**src/hw/rtl/amx_pkg.sv**
```systemverilog
// Package for the accumulator machine execute unit: sizes, opcodes, status codes,
// and the command and status structs that join the controller and the datapath.
// No dependencies.
package amx_pkg;

    localparam int MEM_WORDS    = 1024;
    localparam int ACC_LOCATION = 10;
    localparam int ADDR_W       = $clog2(MEM_WORDS);
    localparam int ACC_INDEX    = ACC_LOCATION % MEM_WORDS;

    localparam int WORD_W = 32;
    localparam int PC_W   = 11;
    localparam int OP_W   = 7;
    localparam int OPND_W = 10;
    localparam int ST_W   = 3;

    localparam logic [WORD_W-1:0] WORD_MAX = {1'b0, {(WORD_W-1){1'b1}}};
    localparam logic [WORD_W-1:0] WORD_MIN = {1'b1, {(WORD_W-1){1'b0}}};

    // Opcodes
    localparam logic [OP_W-1:0] OP_READ    = 7'd10;
    localparam logic [OP_W-1:0] OP_WRITE   = 7'd11;
    localparam logic [OP_W-1:0] OP_NEWLINE = 7'd12;
    localparam logic [OP_W-1:0] OP_LOAD    = 7'd20;
    localparam logic [OP_W-1:0] OP_STORE   = 7'd21;
    localparam logic [OP_W-1:0] OP_ADD     = 7'd30;
    localparam logic [OP_W-1:0] OP_SUB     = 7'd31;
    localparam logic [OP_W-1:0] OP_DIV     = 7'd32;
    localparam logic [OP_W-1:0] OP_MUL     = 7'd33;
    localparam logic [OP_W-1:0] OP_REM     = 7'd34;
    localparam logic [OP_W-1:0] OP_JMP     = 7'd40;
    localparam logic [OP_W-1:0] OP_JNEG    = 7'd41;
    localparam logic [OP_W-1:0] OP_JZERO   = 7'd42;
    localparam logic [OP_W-1:0] OP_STOP    = 7'd43;

    // Run status codes
    localparam logic [ST_W-1:0] ST_RUN     = 3'd0;
    localparam logic [ST_W-1:0] ST_STOP    = 3'd1;
    localparam logic [ST_W-1:0] ST_END     = 3'd2;
    localparam logic [ST_W-1:0] ST_DIVZERO = 3'd3;
    localparam logic [ST_W-1:0] ST_INVALID = 3'd4;

    typedef struct packed {
        logic clr;
        logic latch;
        logic rd;
        logic mul;
        logic div_start;
        logic commit;
    } t_cmd;

    typedef struct packed {
        logic clr_done;
        logic is_mul;
        logic is_div;
        logic div_done;
    } t_sts;

endpackage

```
**src/hw/rtl/amx_ctrl.sv**
```systemverilog
// Controller of the execute unit: clearing sweep, item sequencing and the
// result handshake. Depends on amx_pkg.
module amx_ctrl (
    input  logic          i_clk,
    input  logic          i_rst_n,
    input  logic          i_req_valid,
    output logic          o_req_stall,
    output logic          o_res_valid,
    input  logic          i_res_stall,
    input  amx_pkg::t_sts i_sts,
    output amx_pkg::t_cmd o_cmd
);
    localparam logic [2:0] S_CLEAR = 3'd0;
    localparam logic [2:0] S_IDLE  = 3'd1;
    localparam logic [2:0] S_RD    = 3'd2;
    localparam logic [2:0] S_EXE   = 3'd3;
    localparam logic [2:0] S_MUL   = 3'd4;
    localparam logic [2:0] S_DIV   = 3'd5;
    localparam logic [2:0] S_FIN   = 3'd6;

    logic [2:0] r_state;
    logic [2:0] n_state;
    logic       r_res_valid;
    logic       out_free;

    assign out_free    = !r_res_valid || !i_res_stall;
    assign o_req_stall = (r_state != S_IDLE);

    // Next state and commands
    always_comb begin
        n_state = r_state;
        o_cmd   = '0;
        case (r_state)
            S_CLEAR: begin
                o_cmd.clr = 1'b1;
                if (i_sts.clr_done) n_state = S_IDLE;
            end
            S_IDLE: begin
                if (i_req_valid) begin
                    o_cmd.latch = 1'b1;
                    n_state     = S_RD;
                end
            end
            S_RD: begin
                o_cmd.rd = 1'b1;
                n_state  = S_EXE;
            end
            S_EXE: begin
                if (i_sts.is_mul) begin
                    n_state = S_MUL;
                end else if (i_sts.is_div) begin
                    o_cmd.div_start = 1'b1;
                    n_state         = S_DIV;
                end else begin
                    n_state = S_FIN;
                end
            end
            S_MUL: begin
                o_cmd.mul = 1'b1;
                n_state   = S_FIN;
            end
            S_DIV: begin
                if (i_sts.div_done) n_state = S_FIN;
            end
            S_FIN: begin
                if (out_free) begin
                    o_cmd.commit = 1'b1;
                    n_state      = S_IDLE;
                end
            end
            default: begin
                n_state = S_IDLE;
            end
        endcase
    end

    // Advance the state, track the result beat
    always_ff @(posedge i_clk) begin
        if (!i_rst_n) begin
            r_state     <= S_CLEAR;
            r_res_valid <= 1'b0;
        end else begin
            r_state <= n_state;
            if (o_cmd.commit) r_res_valid <= 1'b1;
            else if (!i_res_stall) r_res_valid <= 1'b0;
        end
    end

    assign o_res_valid = r_res_valid;
endmodule

```
**config.mk**
```make
export PLATFORM = sky130hd
export DESIGN_NAME = amx_ctrl
export DESIGN_NICKNAME = d
export VERILOG_FILES = /design/src/hw/rtl/amx_pkg.sv /design/src/hw/rtl/amx_ctrl.sv
export SDC_FILE = /design/constraint.sdc
export NUM_CORES = 1
export LEC_CHECK = 0
export ABC_AREA = 1
export ABC_CLOCK_PERIOD_IN_PS = 1800
export BUFFER_PORTS_ARGS = -buffer_cell sky130_fd_sc_hd__buf_2
export CAP_MARGIN = 20
export CORE_AREA = 4 4 41 43
export CTS_CLUSTER_SIZE = 20
export DETAILED_ROUTE_END_ITERATION = 8
export DIE_AREA = 0 0 45 47
export MAX_ROUTING_LAYER = met4
export SETUP_SLACK_MARGIN = 0.4
export SLEW_MARGIN = 0
export SYNTH_ARGS = -nofsm -noshare
export SYNTH_HDL_FRONTEND = slang
export SYNTH_SLANG_ARGS = --single-unit
```
**constraint.sdc**
```tcl
create_clock -name i_clk -period 1.8 [get_ports i_clk]
set_clock_uncertainty 0.2 [all_clocks]
set_input_delay 0.09 -clock i_clk [delete_from_list [all_inputs] [get_ports i_clk]]
set_output_delay 0.09 -clock i_clk [all_outputs]
set_load 0.05 [all_outputs]
```
==> results.md, run 1 <==
- The initial core utilization is 0.230.
- The congestion estimate from routability-driven global placement came to 0.793.
- The overall power after layout is 1.15 mW.
- After clock tree synthesis, the clock-pin slew on the worst setup and hold paths is roughly 40 ps.
- Setup repair after global routing could not meet its margin everywhere.
- For this block, the initial DRC count from the detailed router was 9.
- TritonCTS built the clock tree.
- The number of nets still failing antenna checks after routing is 0.
- In this run the power density over the cells is around 1900 nW/um^2.
- Wires add up to 995 um.
- In this run the static leakage power is 0.320 nW.
- The number of standard-cell rows in the floorplan is 13.
- The clock reaches the later pin of the worst-skew pair after 240 ps.
- The slew at the pin closest to its max-slew limit is 248 ps.
- In this run the worst path has a maximum fanout of 5.
- In this run, distinct cell masters in the synthesized netlist total 14.
- The first detailed-routing pass took 4 iterations.
- Leaving out filler cells and counting taps, the final layout contains 94.
- 0 antenna diodes ended up in the layout.
- Of the total power, the clock network draws 0.102.
- IR analysis of the VDD net gives a maximum drop of 0.917 mV.
- For this run, the share of the core covered by cells in the final layout is 0.468.
- The share of total power in combinational logic is 0.680.
- The switching part of the total is 0.549.
- The routed wire length per instance is 10.6 um.
- The vertical extent of the die is 47 um.
- The layout-stage area growth over the synthesis result is 104%.
- The critical path class is flip-flop to primary output.
- Entering global routing, the biggest net connects 9 pins.
- The total area inside the core boundary comes to 1300 sq um.
- The wire length of the first global-routing pass is around 1500 um.
- The average cell area after synthesis is 5.44 sq um.
- The smallest clock period supported by the final layout is computed as 1420 ps.
- During synthesis, Yosys emitted a total of 0 warnings.
- For the final routed database, the setup TNS stands at 0 ps.
- The via count normalized by instance count is about 4.5.
- Counting flops and latches in the post-synthesis netlist gives 4.
- The initial antenna violation count is 0.
- In this run the tool buffered the top-level ports with 15 buffer cells.
- The share of total power dissipated in sequential elements is 0.218.
- The root buffer cell is clkbuf_4.
- The number of instances in the synthesized netlist is 55.
- The H-tree depth reported by CTS is 1.
- The estimated wirelength of the detail-placed design is 642 um.
- The switching component of the power is 631 uW.
- The max-slew violation count came to 0.
- In the final layout, the share of cells above drive strength 1 is 0.557.
- The number of DRC violations after detailed routing is 0.
- For this run, the total global-route usage over all layers was measured as 0.100.
- The post-route clock period utilization is 0.791.
- In this run the tightest slew margin relative to its limit is 0.836.
- The number of hold violations in the final report was 0.
- Of the synthesized area, sequential elements account for 0.268.
- The total via count after detailed routing is approximately 420.
- STA classifies the critical path startpoint as a flip-flop.
- The arrival time of the worst setup path is 1130 ps.
- Counting every net in the synthesized netlist gives 63.
- At the end of the flow, the number of nets in the layout was 89.
- Setup violations remaining at the end of the flow were counted as 0.
- The required time of the critical path is roughly 1500 ps.
- The category of the worst setup path capture point is a primary output.
- The internal portion of the total power is between 500 and 600 uW.
- The total standard cell area after synthesis is approximately 300 sq um.
- The flow ran to the end, and the final reports show no timing, DRC or antenna violations.
- Counting tap cells, the placed design contains a total of 84 instances.
- The tightest hold path in the finished design has a slack of 69.9 ps.
- The global route total overflow is 0.
- The buffer levels on the longest clock path is 2.
- Buffers inserted during clock tree synthesis total 3.
- Derived from the worst setup path, the maximum achievable clock frequency is 702 MHz.
- The die width is 45 um.
- The number of global-route vias before repair is between 300 and 400.
- 16 I/O pins were placed.
- The die footprint is 2120 sq um.
- Counting every sink on the clock net gives 4.
- The tool flagged a number of max-cap violations equal to 0.
- The class of the tightest hold or removal check is input port to flip-flop.
-- critical path, stage by stage (launching register included) --
cell and delay, ps:
dfxtp_4 370, buf_4 160, nor3_4 190, buf_6 180
-- cell usage in the layout, fill, tap and decap left out, drive strengths merged --
master	Yosys	layout
nor3	1	1
clkbuf	0	3
a21oi	2	2
o211ai	1	1
o21ai	4	4
nand2	11	11
dfxtp	4	4
dlygate4sd3	0	1
nand3	5	5
inv	13	13
buf	1	20
dlymetal6s4s	0	1
nor2	13	13
-- area by class of cell --
cell class	instances	area (sq um)
fill	150	692
clock buffer	3	22.5
tap	15	18.8
sequential	4	92.6
inverter	13	48.8
multi-input combinational	37	246
timing repair buffer	22	180
-- kinds of logic (layout without fill, tap and decap cells) --
kind of cell,after synthesis,in the layout,synth area share
compound gates,7,7,0.126
simple gates,30,30,0.418
buf+inv,14,38,0.188
flops,4,4,0.268
-- power groups by stage --
stage	combinational, mW	clock [mW]	sequential, mW
floorplan	0.508	0	0.174
global placement	0.572	0	0.208
detailed placement	0.573	0	0.211
CTS	0.612	0.121	0.244
global route	0.845	0.125	0.254
finish	0.782	0.117	0.251
-- sequential cells by signal, summed over array words and instances, names as in the netlist --
name	flops
r_state	3
o_res_valid	1
-- per-layer routing --
metal | GRT usage | part of all wire
met1 | 0.112 | 0.39
met5 | - | 0
met3 | 0.0460 | 0.053
met4 | 0.0351 | 0
met2 | 0.158 | 0.55
-- worst paths after layout --
check	from	to	slack (ps)	cells past startpoint
setup / recovery	r_state[1]	o_cmd[5]	380	3
hold / removal	i_sts[3]	r_state[0]	70	5
setup reg to reg	r_state[2]	r_state[1]	450	8
hold reg to reg	r_state[2]	o_res_valid	390	2
-- what timing repair did --
action                                  in CTS  in global routing
hold endpoints to repair                     3                  0
buffers inserted                             0                  5
hold buffers                                 2                  0
resized for setup                           16                 20
pin swaps                                    0                  5
endpoints found under the setup margin      10                  9
-- synthesized netlist by cell type --
library cell  count  share of area
nor2_2            1          0.021
inv_2             2          0.025
o211ai_1          1          0.025
nand3_1           5          0.084
o21ai_0           3          0.050
nand2_1          10           0.13
inv_1            11           0.14
o21ai_1           1          0.017
a21oi_1           2          0.033
buf_4             1          0.025
nand2_2           1          0.021
nor3_1            1          0.017
dfxtp_1           4           0.27
nor2_1           12           0.15
-- through the flow --
stage                     area (sq um)  setup WS (ps)
after floorplan                    332            356
after global placement             418            295
after detailed placement           418            273
after CTS                          505            357
after global routing               609            331
final                              609            375
Power figures use the tool's default switching activity.
==> inputs of run 2 (changes only) <==
- ABC_CLOCK_PERIOD_IN_PS: 1800 -> 1300
- clock period: 1.8 -> 1.3 ns (I/O delays scaled with it)
==> results.md, run 2 (same netlist as run 1, synthesis figures left out) <==
- The critical path class is flip-flop to primary output.
- The maximum fanout encountered on the critical timing path was 5 (unchanged).
- The normalized max-slew margin came to 0.834 (-0.00167).
- The max-slew violation count came to 0 (unchanged).
- Ranked by flip-flop count, first place goes to r_state.
- The number of nets still failing antenna checks after routing came to 0 (unchanged).
- The static power due to leakage is 0.349 nW (+9.3%).
- In this run the most used layer during global routing was met2.
- The maximum clock rate is 716 MHz.
- The final routed wirelength across all metal layers is 1060 um (+6.0%).
- The nature of the critical path startpoint is a flip-flop.
- The number of standard-cell rows in the floorplan is 13 (unchanged).
- The largest net degree at the start of global routing is 7 (-2).
- The kind of cell with the highest combined delay along the critical path is flip-flops.
- The cell with the largest stage delay on the worst path is dfxtp_4.
- The delay of the slowest cell on the worst path was 390 ps (+20 ps).
- The clock sink total is 4 (unchanged).
- The number of ports placed on the die boundary is 16 (unchanged).
- The flow ran to the end, but the final reports show violations.
- In the finished design, the share of the clock period the worst path needs comes to 1.07.
- The required time of the critical path is 1030 ps (-480 ps).
- The total placed instance area is 500 sq um (+20%).
- The violation count after the first detailed-routing iteration is 3 (-6).
- The estimated wirelength of the detail-placed design is 668 um (+4.0%).
- The power density relative to cell area is 2740 nW/um^2 (+45%).
- The layout-stage area growth over the synthesis result is 144%.
- The arrival time of the worst setup path is 1130 ps (about the same).
- The max capacitance violation total was 0 (unchanged).
- The wire length of the first global-routing pass is 1690 um (+15%).
- The initial core utilization is 0.230 (unchanged).
- The vertical extent of the die is 47 um (unchanged).
- The tightest min-delay check is of the input port to flip-flop type.
- The final-layout worst hold slack came to -120 ps (-190 ps).
- The root buffer cell is clkbuf_4.
- The number of DRC violations after detailed routing is 0 (unchanged).
- In the layout the commonest cells are buf_6, buf_4, inv_1, buf_2.
- The signal on the critical path passes through nand2_2, nor2_2, nand3_2, clkinvlp_4, buf_8.
- The met1 usage is 0.116 (+0.00403).
- Setup repair after global routing could not meet its margin everywhere.
- The worst-case setup slack after placement is -6.67 ps (-280 ps).
- The slew at the pin closest to its max-slew limit is 246 ps (-1.80 ps).
- The worst vdd rail ir drop was 1.31 mV (+42%).
- The post-route cell area was 728 sq um (+20%).
- The aggregate global-route resource usage is 0.117 (+0.0170).
- The worst path in the final design needs a cycle of ~1400 ps, including I/O delays and setup.
- The die width is 45 um (unchanged).
- The count of buffers from port buffering is 15 (unchanged).
- The H-tree depth reported by CTS is 1 (unchanged).
- The global route total overflow is 0 (unchanged).
- The die footprint is 2120 sq um (unchanged).
- The met2 capacity usage during global routing is 0.212 (+0.0537).
- The initial antenna violation count is 0 (unchanged).
- The checks that failed: hold timing, setup timing.
- The clock latency on the worst-skew pair is 240 ps (about the same).
- The number of flip-flops under the largest register name is 3 (unchanged).
- The number of search-and-repair iterations in the first detailed-routing pass is 4 (unchanged).
- The number of global-route vias before repair is 435 (+15%).
- The post-layout worst setup margin was -97.2 ps (-473 ps).
- The number of endpoints failing setup at the final stage is 8 (+8).
- The TritonCTS buffer count was 3 (unchanged).
- The antenna cell count is 0 (unchanged).
- The final RePlAce weighted congestion came to 0.804 (+1.4%).
- The via count normalized by instance count is 4.35 (-3.6%).
- The ratio of cells with drive above 1 in the final layout is 0.706 (+0.149).
- The met3 capacity usage during global routing was 0.0345 (-0.0115).
- The routed wire length per instance is 10.6 um (-0.33%).
- The number of nets in the layout was 95 (+6.7%).
- The clock input transition at the sequential cells of the worst setup and hold paths is 40 ps (about the same).
- The buffering stage count on the worst path with inverters included came to 2 (unchanged).
- The placeable core region came to 1300 sq um (unchanged).
- The clock tree from TritonCTS is built.
- The buffer levels on the longest clock path is 2 (unchanged).
- The total via count after detailed routing is 435 (+2.6%).
- STA classifies the critical path endpoint as a primary output.
- The number of hold violations in the final report is 4 (+4).
==> run 2: layout make-up <==
| class | count | area (sq um) |
|---|---|---|
| Multi-Input combinational cell | 37 | 275 |
| Fill cell | 125 | 573 |
| Tap cell | 15 | 18.8 |
| Timing Repair Buffer | 28 | 260 |
| Clock buffer | 3 | 22.5 |
| Inverter | 13 | 58.8 |
| Sequential cell | 4 | 92.6 |
==> run 2: power by group <==
| group | switching, mW | internal [mW] |
|---|---|---|
| Clock | 0.0596 | 0.104 |
| Sequential | 0.113 | 0.200 |
| Combinational | 0.826 | 0.696 |
==> run 2: path summary, 6_finish.rpt <==
kind | from | end | slack [ps] | cells after the start
max reg2reg | r_state[0] | r_state[1] | -20 | 6
min | i_rst_n | r_state[1] | -120 | 3
max | r_state[1] | o_cmd[1] | -100 | 5
min reg2reg | o_res_valid | o_res_valid | 350 | 2
==> run 2: layer usage <==
layer	vias to the layer above	part of all wire	wire length, um
li1	227	-	-
met1	191	0.41	436
met2	15	0.51	537
met3	2	0.060	63
met4	0	0.016	17
met5	-	0	0
==> run 2: tightest hold or removal path, delay by kind of cell <==
family        cells  cell delay [ps]
simple gates      2              100
buf+inv           1              120
==> run 2: what timing repair did <==
action / 4_1_cts / 5_1_grt
setup endpoints to repair: 12 / 12
buffers inserted: 3 / 2
resized for setup: 32 / 17
pin swaps: 6 / 8
endpoints found under the hold margin: 4 / 3
==> run 2: metrics by stage <==
step	power [mW]	utilization	setup TNS, ps	hold slack (ps)	instances
finish	2.00	0.560	-499	-120	100
floorplan	0.997	-	-107	-16.6	55
CTS	1.74	0.496	-479	-128	98
global route	2.12	0.560	-964	-118	100
global placement	1.29	0.385	0	121	92
detailed placement	1.28	0.385	-8.15	123	92
